## src/hw/rtl/vpc_pkg.sv

```systemverilog
// shared types and constants for the velocity pi controller
// microcode word, datapath status, field widths and register map
// no dependencies
package vpc_pkg;

  // field widths
  localparam int unsigned KP_W    = 15;
  localparam int unsigned TI_W    = 14;
  localparam int unsigned SP_W    = 14;
  localparam int unsigned TEMP_W  = 16;
  localparam int unsigned ELAP_W  = 24;
  localparam int unsigned DRIVE_W = 15;
  localparam int unsigned GAIN_W  = 16;
  localparam int unsigned EOUT_W  = 16;
  localparam int unsigned PART_W  = 32;

  // internal widths
  localparam int unsigned ERR_W  = 17;  // temperature minus setpoint
  localparam int unsigned DIFF_W = 18;  // error minus last error
  localparam int unsigned M_W    = 31;  // kp times loop gain
  localparam int unsigned TIMS_W = 24;  // ti times 1000
  localparam int unsigned MUL_W  = 32;  // shared multiplier operand width
  localparam int unsigned SUM_W  = 34;  // prev drive plus both parts

  // milliseconds per second
  localparam int unsigned K_MS = 1000;

  // register reset values
  localparam logic [KP_W-1:0] KP_RST = KP_W'(256);
  localparam logic [TI_W-1:0] TI_RST = TI_W'(600);
  localparam logic [SP_W-1:0] SP_RST = SP_W'(5120);

  // register map, word index on paddr[3:2]
  localparam logic [1:0] REG_KP = 2'd0;
  localparam logic [1:0] REG_TI = 2'd1;
  localparam logic [1:0] REG_SP = 2'd2;

  typedef struct packed {
    logic [KP_W-1:0] kp;
    logic [TI_W-1:0] ti;
    logic [SP_W-1:0] setpoint;
  } cfg_t;

  // program step addresses
  localparam int unsigned STEP_W = 4;
  typedef logic [STEP_W-1:0] step_t;

  localparam step_t ST_WAIT     = 4'd0;
  localparam step_t ST_ERR      = 4'd1;
  localparam step_t ST_MUL_KG   = 4'd2;
  localparam step_t ST_MUL_EE   = 4'd3;
  localparam step_t ST_MUL_DM   = 4'd4;
  localparam step_t ST_MUL_IL   = 4'd5;
  localparam step_t ST_MUL_IH   = 4'd6;
  localparam step_t ST_MUL_TI   = 4'd7;
  localparam step_t ST_LD_D     = 4'd8;
  localparam step_t ST_DIV_INIT = 4'd9;
  localparam step_t ST_DIV_STEP = 4'd10;
  localparam step_t ST_INTEG    = 4'd11;
  localparam step_t ST_SUM      = 4'd12;
  localparam step_t ST_BACK     = 4'd13;

  // datapath micro operations
  typedef enum logic [3:0] {
    UOP_NOP,
    UOP_ERR,
    UOP_LD_M,
    UOP_LD_IE,
    UOP_LD_PROP,
    UOP_LD_NLO,
    UOP_ACC_NHI,
    UOP_LD_D,
    UOP_DIV_INIT,
    UOP_DIV_STEP,
    UOP_INTEG,
    UOP_SUM
  } uop_e;

  // multiplier operand selects
  typedef enum logic [2:0] {
    MA_ZERO,
    MA_KP,
    MA_ERRMAG,
    MA_DIFFMAG,
    MA_IELO,
    MA_IEHI,
    MA_K1000
  } mul_a_e;

  typedef enum logic [2:0] {
    MB_ZERO,
    MB_GAIN,
    MB_ELAPSED,
    MB_M,
    MB_TI
  } mul_b_e;

  // jump conditions
  typedef enum logic [2:0] {
    CND_NEXT,
    CND_NO_IN,
    CND_TI_ZERO,
    CND_DIV_MORE,
    CND_OUT_BUSY,
    CND_ALWAYS
  } cond_e;

  typedef struct packed {
    uop_e   uop;
    mul_a_e ma;
    mul_b_e mb;
    cond_e  cond;
    step_t  target;
  } ucode_t;

  typedef struct packed {
    logic in_fire;
    logic ti_zero;
    logic div_more;
    logic out_busy;
  } dp_stat_t;

endpackage

```

## src/hw/rtl/vpc_seq.sv

```systemverilog
// microcode sequencer: step counter, program rom and jump logic
// depends on vpc_pkg
module vpc_seq import vpc_pkg::*; (
  input  logic     clk_i,
  input  logic     rst_ni,
  input  dp_stat_t stat_i,
  output ucode_t   uc_o,
  output logic     idle_o
);

  step_t  pc_q, pc_d;
  ucode_t uc;
  logic   taken;

  // program rom, one control word per step
  function automatic ucode_t rom(step_t a);
    ucode_t w;
    begin
      unique case (a)
        ST_WAIT:     w = '{UOP_NOP,      MA_ZERO,    MB_ZERO,    CND_NO_IN,    ST_WAIT};
        ST_ERR:      w = '{UOP_ERR,      MA_ZERO,    MB_ZERO,    CND_NEXT,     ST_WAIT};
        ST_MUL_KG:   w = '{UOP_NOP,      MA_KP,      MB_GAIN,    CND_NEXT,     ST_WAIT};
        ST_MUL_EE:   w = '{UOP_LD_M,     MA_ERRMAG,  MB_ELAPSED, CND_NEXT,     ST_WAIT};
        ST_MUL_DM:   w = '{UOP_LD_IE,    MA_DIFFMAG, MB_M,       CND_NEXT,     ST_WAIT};
        ST_MUL_IL:   w = '{UOP_LD_PROP,  MA_IELO,    MB_M,       CND_NEXT,     ST_WAIT};
        ST_MUL_IH:   w = '{UOP_LD_NLO,   MA_IEHI,    MB_M,       CND_NEXT,     ST_WAIT};
        ST_MUL_TI:   w = '{UOP_ACC_NHI,  MA_K1000,   MB_TI,      CND_NEXT,     ST_WAIT};
        ST_LD_D:     w = '{UOP_LD_D,     MA_ZERO,    MB_ZERO,    CND_TI_ZERO,  ST_INTEG};
        ST_DIV_INIT: w = '{UOP_DIV_INIT, MA_ZERO,    MB_ZERO,    CND_NEXT,     ST_WAIT};
        ST_DIV_STEP: w = '{UOP_DIV_STEP, MA_ZERO,    MB_ZERO,    CND_DIV_MORE, ST_DIV_STEP};
        ST_INTEG:    w = '{UOP_INTEG,    MA_ZERO,    MB_ZERO,    CND_NEXT,     ST_WAIT};
        ST_SUM:      w = '{UOP_SUM,      MA_ZERO,    MB_ZERO,    CND_OUT_BUSY, ST_SUM};
        ST_BACK:     w = '{UOP_NOP,      MA_ZERO,    MB_ZERO,    CND_ALWAYS,   ST_WAIT};
        default:     w = '{UOP_NOP,      MA_ZERO,    MB_ZERO,    CND_ALWAYS,   ST_WAIT};
      endcase
      return w;
    end
  endfunction

  assign uc = rom(pc_q);

  // jump condition select
  always_comb begin
    unique case (uc.cond)
      CND_NEXT:     taken = 1'b0;
      CND_NO_IN:    taken = !stat_i.in_fire;
      CND_TI_ZERO:  taken = stat_i.ti_zero;
      CND_DIV_MORE: taken = stat_i.div_more;
      CND_OUT_BUSY: taken = stat_i.out_busy;
      CND_ALWAYS:   taken = 1'b1;
      default:      taken = 1'b1;
    endcase
    pc_d = taken ? uc.target : pc_q + 1'b1;
  end

  // step counter
  always_ff @(posedge clk_i or negedge rst_ni) begin
    if (!rst_ni) begin
      pc_q <= ST_WAIT;
    end else begin
      pc_q <= pc_d;
    end
  end

  assign uc_o   = uc;
  assign idle_o = (pc_q == ST_WAIT);

endmodule

```

## src/hw/rtl/vpc_dpath.sv

```systemverilog
// datapath: shared 32x32 multiplier, restoring divider, error state and result register
// driven by the control word from vpc_seq; depends on vpc_pkg
module vpc_dpath import vpc_pkg::*; #(
  parameter int ELAPSED_BITS = 24,
  parameter int FRAC_BITS    = 8
) (
  input  logic                     clk_i,
  input  logic                     rst_ni,
  input  ucode_t                   uc_i,
  input  cfg_t                     cfg_i,
  input  logic                     in_fire_i,
  input  logic signed [TEMP_W-1:0] temperature_i,
  input  logic [ELAP_W-1:0]        elapsed_ms_i,
  input  logic [DRIVE_W-1:0]       prev_drive_i,
  input  logic [GAIN_W-1:0]        loop_gain_i,
  input  logic                     out_ready_i,
  output dp_stat_t                 stat_o,
  output logic                     out_valid_o,
  output logic [DRIVE_W-1:0]       drive_o,
  output logic signed [EOUT_W-1:0] error_o,
  output logic signed [PART_W-1:0] prop_part_o,
  output logic signed [PART_W-1:0] integ_part_o,
  output logic                     clamped_o
);

  localparam int EW   = (ELAPSED_BITS < ELAP_W) ? ELAPSED_BITS : ELAP_W;
  localparam int IE_W = ERR_W + EW;
  localparam int SH   = 2 * FRAC_BITS;
  localparam int D_W  = TIMS_W + SH;
  localparam int N_W  = IE_W + M_W;
  localparam int HW   = (N_W - 32 > D_W) ? N_W - 32 : D_W;
  localparam int NX   = 32 + HW;
  localparam int CNT_W = 5;
  localparam logic [CNT_W-1:0] DIV_LAST = CNT_W'(31);
  localparam logic signed [SUM_W-1:0] TOP_S = SUM_W'(100 << FRAC_BITS);
  localparam logic [DRIVE_W-1:0] TOP_D = DRIVE_W'(100 << FRAC_BITS);

  // item registers
  logic signed [TEMP_W-1:0] temp_q;
  logic [EW-1:0]            elap_q;
  logic [DRIVE_W-1:0]       prev_q;
  logic [GAIN_W-1:0]        gain_q;

  // working registers
  logic signed [ERR_W-1:0]  err_q, last_err_q;
  logic                     seeded_q;
  logic [ERR_W-1:0]         errmag_q;
  logic [DIFF_W-1:0]        diffmag_q;
  logic                     diffneg_q;
  logic [M_W-1:0]           m_q;
  logic [IE_W-1:0]          ie_q;
  logic [63:0]              p_q;
  logic signed [PART_W-1:0] prop_q, integ_q;
  logic [NX-1:0]            n_q;
  logic [D_W-1:0]           d_q, rem_q;
  logic [31:0]              quo_q;
  logic                     ovf_q;
  logic [CNT_W-1:0]         cnt_q;

  // result register
  logic                     ovalid_q, ovalid_d;
  logic [DRIVE_W-1:0]       drive_q;
  logic signed [EOUT_W-1:0] eout_q;
  logic signed [PART_W-1:0] pout_q, iout_q;
  logic                     clamped_q;

  logic [MUL_W-1:0]         mul_a, mul_b;
  logic signed [ERR_W-1:0]  err_c, lerr_c;
  logic signed [DIFF_W-1:0] diff_c;
  logic [63:0]              shv_c;
  logic [D_W:0]             r2_c, sub_c;
  logic signed [SUM_W-1:0]  sum_c;
  logic                     out_busy;

  // signed 32-bit value from sign and magnitude, saturated
  function automatic logic signed [PART_W-1:0] sat32(logic neg, logic big, logic [30:0] m);
    logic signed [PART_W-1:0] r;
    begin
      if (big) begin
        r = neg ? 32'sh8000_0000 : 32'sh7FFF_FFFF;
      end else begin
        r = neg ? -$signed({1'b0, m}) : $signed({1'b0, m});
      end
      return r;
    end
  endfunction

  assign out_busy = ovalid_q && !out_ready_i;

  // shared multiplier operand selects
  always_comb begin
    unique case (uc_i.ma)
      MA_ZERO:    mul_a = '0;
      MA_KP:      mul_a = MUL_W'(cfg_i.kp);
      MA_ERRMAG:  mul_a = MUL_W'(errmag_q);
      MA_DIFFMAG: mul_a = MUL_W'(diffmag_q);
      MA_IELO:    mul_a = ie_q[31:0];
      MA_IEHI:    mul_a = MUL_W'(ie_q[IE_W-1:32]);
      MA_K1000:   mul_a = MUL_W'(K_MS);
      default:    mul_a = '0;
    endcase
    unique case (uc_i.mb)
      MB_ZERO:    mul_b = '0;
      MB_GAIN:    mul_b = MUL_W'(gain_q);
      MB_ELAPSED: mul_b = MUL_W'(elap_q);
      MB_M:       mul_b = MUL_W'(m_q);
      MB_TI:      mul_b = MUL_W'(cfg_i.ti);
      default:    mul_b = '0;
    endcase
  end

  // error and its difference to the last error
  always_comb begin
    err_c  = $signed({temp_q[TEMP_W-1], temp_q}) - $signed({3'b000, cfg_i.setpoint});
    lerr_c = seeded_q ? last_err_q : err_c;
    diff_c = $signed({err_c[ERR_W-1], err_c}) - $signed({lerr_c[ERR_W-1], lerr_c});
  end

  // product scaling, divider step and drive sum
  always_comb begin
    shv_c = p_q >> SH;
    r2_c  = {rem_q, quo_q[31]};
    sub_c = r2_c - {1'b0, d_q};
    sum_c = $signed({{(SUM_W-DRIVE_W){1'b0}}, prev_q}) + SUM_W'(prop_q) + SUM_W'(integ_q);
  end

  // item capture
  always_ff @(posedge clk_i) begin
    if (in_fire_i) begin
      temp_q <= temperature_i;
      elap_q <= elapsed_ms_i[EW-1:0];
      prev_q <= prev_drive_i;
      gain_q <= loop_gain_i;
    end
  end

  // multiplier output register
  always_ff @(posedge clk_i) begin
    p_q <= 64'(mul_a) * 64'(mul_b);
  end

  // error state
  always_ff @(posedge clk_i or negedge rst_ni) begin
    if (!rst_ni) begin
      last_err_q <= '0;
      seeded_q   <= 1'b0;
    end else if (uc_i.uop == UOP_ERR) begin
      last_err_q <= err_c;
      seeded_q   <= 1'b1;
    end
  end

  // working registers, one micro operation per step
  always_ff @(posedge clk_i) begin
    unique case (uc_i.uop)
      UOP_ERR: begin
        err_q     <= err_c;
        errmag_q  <= err_c[ERR_W-1] ? ERR_W'(-err_c) : ERR_W'(err_c);
        diffmag_q <= diff_c[DIFF_W-1] ? DIFF_W'(-diff_c) : DIFF_W'(diff_c);
        diffneg_q <= diff_c[DIFF_W-1];
      end
      UOP_LD_M:    m_q    <= p_q[M_W-1:0];
      UOP_LD_IE:   ie_q   <= p_q[IE_W-1:0];
      UOP_LD_PROP: prop_q <= sat32(diffneg_q, |shv_c[63:31], shv_c[30:0]);
      UOP_LD_NLO:  n_q    <= NX'(p_q);
      UOP_ACC_NHI: n_q    <= n_q + (NX'(p_q) << 32);
      UOP_LD_D:    d_q    <= {p_q[TIMS_W-1:0], {SH{1'b0}}};
      UOP_DIV_INIT: begin
        ovf_q <= (n_q[NX-1:32] >= HW'(d_q));
        rem_q <= n_q[32+D_W-1:32];
        quo_q <= n_q[31:0];
        cnt_q <= '0;
      end
      UOP_DIV_STEP: begin
        if (!sub_c[D_W]) begin
          rem_q <= sub_c[D_W-1:0];
        end else begin
          rem_q <= r2_c[D_W-1:0];
        end
        quo_q <= {quo_q[30:0], !sub_c[D_W]};
        cnt_q <= cnt_q + 1'b1;
      end
      UOP_INTEG: begin
        if (cfg_i.ti == '0) begin
          integ_q <= '0;
        end else begin
          integ_q <= sat32(err_q[ERR_W-1], ovf_q || quo_q[31], quo_q[30:0]);
        end
      end
      default: ;
    endcase
  end

  // result register
  always_ff @(posedge clk_i) begin
    if (uc_i.uop == UOP_SUM && !out_busy) begin
      if (sum_c < 0) begin
        drive_q   <= '0;
        clamped_q <= 1'b1;
      end else if (sum_c > TOP_S) begin
        drive_q   <= TOP_D;
        clamped_q <= 1'b1;
      end else begin
        drive_q   <= sum_c[DRIVE_W-1:0];
        clamped_q <= 1'b0;
      end
      if (err_q[ERR_W-1] != err_q[ERR_W-2]) begin
        eout_q <= err_q[ERR_W-1] ? 16'sh8000 : 16'sh7FFF;
      end else begin
        eout_q <= err_q[EOUT_W-1:0];
      end
      pout_q <= prop_q;
      iout_q <= integ_q;
    end
  end

  // result valid
  always_comb begin
    ovalid_d = ovalid_q;
    if (uc_i.uop == UOP_SUM && !out_busy) begin
      ovalid_d = 1'b1;
    end else if (out_ready_i) begin
      ovalid_d = 1'b0;
    end
  end

  always_ff @(posedge clk_i or negedge rst_ni) begin
    if (!rst_ni) begin
      ovalid_q <= 1'b0;
    end else begin
      ovalid_q <= ovalid_d;
    end
  end

  assign stat_o.in_fire  = in_fire_i;
  assign stat_o.ti_zero  = (cfg_i.ti == '0);
  assign stat_o.div_more = (cnt_q != DIV_LAST);
  assign stat_o.out_busy = out_busy;

  assign out_valid_o  = ovalid_q;
  assign drive_o      = drive_q;
  assign error_o      = eout_q;
  assign prop_part_o  = pout_q;
  assign integ_part_o = iout_q;
  assign clamped_o    = clamped_q;

endmodule

```

## src/hw/rtl/velocity_pi_controller_unit.sv

```systemverilog
// Velocity-form PI controller. Each request carries a temperature, the elapsed
// milliseconds, the previous drive and a loop gain; the result is the new drive clamped to
// 0..100 percent together with the error and both change terms. A microcoded sequencer
// runs a fixed program over one shared 32x32 multiplier and a one-bit-per-cycle restoring
// divider, one request at a time. A request passes through the accepting step, the error
// and multiply steps, the divide steps and the finishing steps before the next request is
// accepted; with ti at zero the divide is skipped. A finished result waits in an output
// register, so the next request is accepted while it is pending; a result still stalled
// at the end of the next computation holds the sequencer.
// Registers (APB, word aligned): 0x0 kp, 0x4 ti, 0x8 setpoint; write them only while idle.
// Depends on vpc_pkg, vpc_seq and vpc_dpath.
module velocity_pi_controller_unit import vpc_pkg::*; #(
  parameter int ELAPSED_BITS = 24,
  parameter int FRAC_BITS    = 8
) (
  input  logic        clk_i,
  input  logic        rst_ni,
  // apb configuration
  input  logic        psel,
  input  logic        penable,
  input  logic        pwrite,
  input  logic [3:0]  paddr,
  input  logic [31:0] pwdata,
  output logic [31:0] prdata,
  output logic        pready,
  // request stream
  input  logic        s_axis_tvalid,
  output logic        s_axis_tready,
  // temperature[15:0], elapsed_ms[39:16], prev_drive[54:40], loop_gain[70:55], zero[71]
  input  logic [71:0] s_axis_tdata,
  // result stream
  output logic        m_axis_tvalid,
  input  logic        m_axis_tready,
  // drive[14:0], error[30:15], prop_part[62:31], integ_part[94:63], clamped[95]
  output logic [95:0] m_axis_tdata
);

  localparam logic [DRIVE_W-1:0] TOP_D = DRIVE_W'(100 << FRAC_BITS);

  cfg_t     cfg_q;
  ucode_t   uc;
  dp_stat_t stat;
  logic     in_fire;
  logic     apb_wr;

  logic [DRIVE_W-1:0]       drive;
  logic signed [EOUT_W-1:0] error;
  logic signed [PART_W-1:0] prop_part, integ_part;
  logic                     clamped;

  // configuration registers
  assign pready = 1'b1;
  assign apb_wr = psel && penable && pwrite && pready;

  always_ff @(posedge clk_i or negedge rst_ni) begin
    if (!rst_ni) begin
      cfg_q.kp       <= KP_RST;
      cfg_q.ti       <= TI_RST;
      cfg_q.setpoint <= SP_RST;
    end else if (apb_wr) begin
      unique case (paddr[3:2])
        REG_KP:  cfg_q.kp       <= pwdata[KP_W-1:0];
        REG_TI:  cfg_q.ti       <= pwdata[TI_W-1:0];
        REG_SP:  cfg_q.setpoint <= pwdata[SP_W-1:0];
        default: ;
      endcase
    end
  end

  // register read back
  always_comb begin
    unique case (paddr[3:2])
      REG_KP:  prdata = 32'(cfg_q.kp);
      REG_TI:  prdata = 32'(cfg_q.ti);
      REG_SP:  prdata = 32'(cfg_q.setpoint);
      default: prdata = '0;
    endcase
  end

  assign in_fire = s_axis_tvalid && s_axis_tready;

  // sequencer
  vpc_seq u_seq (
    .clk_i  (clk_i),
    .rst_ni (rst_ni),
    .stat_i (stat),
    .uc_o   (uc),
    .idle_o (s_axis_tready)
  );

  // datapath
  vpc_dpath #(
    .ELAPSED_BITS (ELAPSED_BITS),
    .FRAC_BITS    (FRAC_BITS)
  ) u_dpath (
    .clk_i         (clk_i),
    .rst_ni        (rst_ni),
    .uc_i          (uc),
    .cfg_i         (cfg_q),
    .in_fire_i     (in_fire),
    .temperature_i (s_axis_tdata[15:0]),
    .elapsed_ms_i  (s_axis_tdata[39:16]),
    .prev_drive_i  (s_axis_tdata[54:40]),
    .loop_gain_i   (s_axis_tdata[70:55]),
    .out_ready_i   (m_axis_tready),
    .stat_o        (stat),
    .out_valid_o   (m_axis_tvalid),
    .drive_o       (drive),
    .error_o       (error),
    .prop_part_o   (prop_part),
    .integ_part_o  (integ_part),
    .clamped_o     (clamped)
  );

  assign m_axis_tdata = {clamped, integ_part, prop_part, error, drive};

  // a request starts the program, so the port is busy right after it
  a_busy_after_request: assert property (@(posedge clk_i) disable iff (!rst_ni)
    in_fire |=> !s_axis_tready)
    else $error("request port ready right after a request");

  // integral term is disabled while ti is zero
  a_integ_off: assert property (@(posedge clk_i) disable iff (!rst_ni)
    (m_axis_tvalid && cfg_q.ti == '0) |-> (integ_part == '0))
    else $error("integral term nonzero with ti at zero");

  // a clamped drive sits on one of the two limits
  a_clamp_limits: assert property (@(posedge clk_i) disable iff (!rst_ni)
    (m_axis_tvalid && clamped) |-> (drive == '0 || drive == TOP_D))
    else $error("clamped drive not at a limit");

endmodule
```

## config.mk

```make
export PLATFORM = sky130hd
export DESIGN_NAME = velocity_pi_controller_unit
export DESIGN_NICKNAME = d
export VERILOG_FILES = /design/src/hw/rtl/vpc_pkg.sv /design/src/hw/rtl/vpc_seq.sv /design/src/hw/rtl/vpc_dpath.sv /design/src/hw/rtl/velocity_pi_controller_unit.sv
export SDC_FILE = /design/constraint.sdc
export NUM_CORES = 2
export LEC_CHECK = 0
export ABC_AREA = 1
export ABC_CLOCK_PERIOD_IN_PS = 10400
export BUFFER_PORTS_ARGS = -buffer_cell sky130_fd_sc_hd__buf_2
export CORE_ASPECT_RATIO = 1.2
export CORE_MARGIN = 4
export CORE_UTILIZATION = 60
export CTS_CLUSTER_DIAMETER = 80
export DETAILED_ROUTE_END_ITERATION = 8
export PLACE_DENSITY = 0.78
export SETUP_SLACK_MARGIN = 0.5
export SYNTH_ARGS = -nofsm -noshare
export SYNTH_HDL_FRONTEND = slang
export SYNTH_HIERARCHICAL = 1
export SYNTH_SLANG_ARGS = --single-unit
```

## constraint.sdc

```tcl
create_clock -name clk_i -period 10.4 [get_ports clk_i]
set_clock_uncertainty 0.15 [all_clocks]
set_input_delay 1.04 -clock clk_i [delete_from_list [all_inputs] [get_ports clk_i]]
set_output_delay 1.04 -clock clk_i [all_outputs]
set_load 0.1 [all_outputs]
```

* Word-level counts from Yosys, hierarchy flattened *
Memories as Yosys holds them, arrays and structs flattened.
Index checks and enable logic that the tools add are counted.

cells by class
  add/sub/neg operators = 12
  $mul = 1
  div/mod/pow operators = 0
  magnitude comparators = 3
  equal/unequal tests = 29
  shifts and indexed selects = 0
  multiplexer cells = 25
  bitwise gates (word level) = 0
  reduce and logical (&&, ||, !) cells = 22

operators by type and width
  cell                                                                                number
  32-bit 2-to-1 mux                                                                   6
  32-bit case mux with 6 select lines                                                 1
  72-bit case mux with 2 select lines                                                 1
  31-bit case mux with 4 select lines                                                 1
  40-bit case mux with 2 select lines                                                 1
  72-bit adder                                                                        1
  31-bit negator with 32-bit output                                                   2
  32-bit case mux with 2 select lines                                                 1
  32-bit by 31-bit multiplier with 63-bit output                                      1
  16-bit 2-to-1 mux                                                                   3
  15-bit case mux with 3 select lines                                                 1
  41-bit by 40-bit subtractor with 41-bit output                                      1
  40-bit greater-or-equal comparator                                                  1
  40-bit 2-to-1 mux                                                                   1
  33-bit by 32-bit adder with 34-bit output                                           1
  34-bit by 16-bit greater-than comparator with 1-bit output (second input constant)  1
  34-bit by 1-bit less-than comparator with 1-bit output (second input constant)      1
  17-bit 2-to-1 mux                                                                   2
  16-bit by 32-bit adder with 33-bit output                                           1
  3-bit by 2-bit equality test with 1-bit output (second input constant)              6
  18-bit negator                                                                      1
  17-bit by 17-bit subtractor with 18-bit output                                      1
  17-bit negator                                                                      1
  17-bit OR reduction                                                                 1
  28 further kinds                                                                    54

storage, ports and cells
  register bits = 660
  latch bits = 0
  RAM bits = 0
  bits in read-only memories = 272
  input port bits = 115
  output and inout port bits = 131
  word-level logic and storage cells = 127
  memories = 1

memory list
  memory           words  bits a word  rd ports  clocked after memory_dff  write ports  line           text
  (no name shown)  16     17           1         0                         0            vpc_seq.sv:19  unique case (a)

* Longest topological paths before layout *
  word-level depth = 5
  depth in mapped cells = 42
  depth with buffers taken out = 41

* Modules after synthesis *
The synthesis kept the hierarchy.

modules (own cells, without submodules)
  module                       times used  cells each  area each (µm²)  seq. area each (µm²)
  vpc_dpath                    1           7350        64400.5          17641.9
  velocity_pi_controller_unit  1           280         2137.0           1084.8
  vpc_seq                      1           80          576.8            100.1

* Worst setup path after synthesis *
Ideal clock, no wire load.

  path type = register to register
  start point = reg u_seq.pc_q[0]
  end point = reg u_dpath.p_q[55]
  library setup time = 72 ps
  arrival = 8108 ps
  data required time = 10178 ps
  setup slack = 2070 ps
  stages on the path, launching flop included = 37
  path buffers = 4
  clock period less this slack = 8330 ps
  cells stage by stage = dfrtp_1 -> inv_2 -> ha_1 -> nor3_1 -> buf_4 -> inv_1 -> nor3_2 -> buf_2 -> buf_2 -> nand2_1 -> inv_1 -> buf_2 -> nand2_1 -> fa_1 -> inv_1 -> fa_1 -> inv_1 -> fa_1 -> inv_1 -> fa_1 -> inv_1 -> fa_1 -> fa_1 -> fa_1 -> fa_1 -> inv_1 -> ha_1 -> nand2_1 -> nor2_1 -> inv_1 -> nor4_1 -> nand3_1 -> nand3_1 -> a21o_1 -> nand2_1 -> nand2_1 -> xor2_1

RTL lines
  element                 line              text
  start, declared         vpc_seq.sv:11     step_t pc_q, pc_d;
  start signal, assigned  vpc_seq.sv:61     pc_q <= pc_d;
  end signal, assigned    vpc_dpath.sv:139  p_q <= 64'(mul_a) * 64'(mul_b);
  end, declared           vpc_dpath.sv:52   logic [63:0] p_q;

==> impl_metrics.env <==
export IMPL_dieArea_sq_um=117000
export IMPL_root_buffer="clkbuf_16"
export IMPL_drt_total_wl_um=216000
export IMPL_initial_core_util=0.604
export IMPL_die_w_um=313
export IMPL_final_max_slew_viol_count=0
export IMPL_grt_pass1_vias=56500
export IMPL_cts_hold_fix_buffers=0
export IMPL_seq_area_sq_um=18800
export IMPL_clk_insertion_delay_late_ps=650
export IMPL_cts_tree="built"
export IMPL_reg2reg_slack_ps=820
export IMPL_holdPathEnd="u_dpath/integ_part_o[27]$_DFFE_PP_"
export IMPL_worst_setup_path_start_kind="flop"
export IMPL_worst_slack_ps=825
export IMPL_via_count=55000
export IMPL_crit_type="flop to flop"
export IMPL_dp_hpwl_um=172000
export IMPL_overflow=0
export IMPL_regToRegEndpoint="u_dpath/p_q[61]$_DFF_P_"
export IMPL_via_per_inst=5.80
export IMPL_end_kind="flop"
export IMPL_synth_cells=7709
export IMPL_critPathMaxStageDelay_ps=610
export IMPL_core_area_sq_um=111000
export IMPL_clock_fmax_mhz=104
export IMPL_required_ps=10800
export IMPL_syn_to_final_growth_pct=8.98
export IMPL_ys_warn_count=6
export IMPL_syn_area_sq_um=67100
export IMPL_fin_setup_tns_ps=0
export IMPL_critPathMaxFanout=11
export IMPL_critPathSlowestCell="fa_1"
export IMPL_clockBufferDepth=3
export IMPL_rsz0062_at_grt="true"
export IMPL_place_ws_ps=401
export IMPL_grt_pass1_wl_um=329000
export IMPL_drtPass1Iterations=9
export IMPL_ioPinCount=246
export IMPL_drc=0
export IMPL_place_gp_congestion=1.03
export IMPL_fillers=9054
export IMPL_port_buffers=207
export IMPL_nets=9389
export IMPL_critical_path_arrival_ps=9980
export IMPL_htree_levels=3
export IMPL_grt_start_max_net_pins=73
export IMPL_die_y_um=374
export IMPL_whs_path_depth=0
export IMPL_syn_mean_instance_area_sq_um=8.71
export IMPL_reg2reg_depth=37
export IMPL_rr_startpoint="u_seq/pc_q[1]$_DFF_PN0_"
export IMPL_ant_nets=0
export IMPL_finalCriticalPeriod_ps=9580
export IMPL_max_cap_violations=0
export IMPL_min_path_type="flop to flop"
export IMPL_final_layout_size_suffix_gt1_frac=0.0825
export IMPL_slew_headroom=0.230
export IMPL_hp_start="u_dpath/integ_q[27]$_SDFFCE_PP0N_"
export IMPL_cts_buffers=71
export IMPL_antenna_found_initial=1
export IMPL_final_util=0.658
export IMPL_multi_input_area_sq_um=41900
export IMPL_period_share=0.921
export IMPL_clkSinkCount=659
export IMPL_drt_iter0_markers=5669
export IMPL_grt_usage=0.372
export IMPL_floorplan_rows=134
export IMPL_finalSetupViolCount=0
export IMPL_final_hold_viol_count=0
export IMPL_wl_per_cell_um=22.8
export IMPL_clk_pin_slew_ps=60
export IMPL_worst_pin_slew_ps=1150
export IMPL_status="complete, no violations"
[critical path, delay by kind of cell, from the launching register on]
family / cells / cell delay [ps]
AND/OR/NAND/NOR: 9 / 1430
flip-flops: 1 / 420
XOR/XNOR: 1 / 130
AO/OA/AOI/OAI: 5 / 1060
adder cells (fa/ha/maj): 10 / 4860
buffers and inverters: 12 / 1410
[cells in the final DEF, fill, tap and decap left out, types with 31 or more instances in the layout]
master and n:
a21oi_1 253, edfxtp_1 529, clkbuf_16 73, ha_1 442, fa_1 887, o21ai_0 267
dfrtp_1 57, nand4_1 37, buf_4 180, nor3_1 57, dfxtp_1 64, xnor2_1 61
buf_2 207, nor2_2 33, a31oi_1 44, xor2_1 126, nor2_1 860, nand3_1 186
nand2_1 1777, o211ai_1 31, inv_1 1411
[registers in the layout, indices dropped and copies added (netlist names), 18 cells and up]
register / cells
u_dpath/integ_part_o: 32
u_dpath/elap_q: 24
u_dpath/prop_part_o: 32
u_dpath/p_q: 64
u_dpath/d_q: 24
u_dpath/n_q: 72
u_dpath/integ_q: 32
u_dpath/quo_q: 32
u_dpath/rem_q: 40
u_dpath/ie_q: 41
cfg_q: 43
u_dpath/m_q: 31
u_dpath/prop_q: 32
u_dpath/diffmag_q: 18
[worst max-delay path by stage]
stage | startpoint | end
after global routing | u_seq/pc_q[1]$_DFF_PN0_ | u_dpath/p_q[61]$_DFF_P_
after global placement | u_seq/pc_q[0]$_DFF_PN0_ | u_dpath/p_q[59]$_DFF_P_
after floorplan | u_seq/pc_q[0]$_DFF_PN0_ | u_dpath/p_q[55]$_DFF_P_
after CTS | u_seq/pc_q[0]$_DFF_PN0_ | u_dpath/p_q[59]$_DFF_P_
after detailed placement | u_seq/pc_q[0]$_DFF_PN0_ | u_dpath/p_q[59]$_DFF_P_
final | u_seq/pc_q[1]$_DFF_PN0_ | u_dpath/p_q[61]$_DFF_P_
[routing by layer]
metal  wire length, um  GRT usage  vias to the layer above  part of all wire
met5               140    0.00785                        -           0.00065
met4             16700      0.223                        4             0.077
met3             23800     0.0940                      756              0.11
met2             98800      0.600                     3207              0.46
met1             76800      0.453                    26700              0.35
li1                  -          -                    24400                 -
[metrics by stage]
stage	area, sq um	std cells	hold WS, ps
after floorplan	67200	7725	276
after global placement	70400	9356	284
after detailed placement	70400	9356	300
after CTS	72900	9486	311
after global routing	73100	9496	331
final	73100	9499	310
[timing repair]
item,in CTS,in global routing
resized for setup,2,41
setup buffers,0,10
pin swaps,0,3
endpoints found under the setup margin,7,32
[cell type report]
class                           count  share of cell area
Clock inverter                     39             0.00700
Clock buffer                       91              0.0267
Antenna cell                        3            0.000103
Sequential cell                   659               0.257
Multi-Input combinational cell   5360               0.573
Timing Repair Buffer              395              0.0341
Tap cell                         1496              0.0256
Inverter                         1456              0.0758
Power is left out: the tool's default activity adds up to more than one toggle a clock period on the data nets, which glitch-free logic cannot reach.
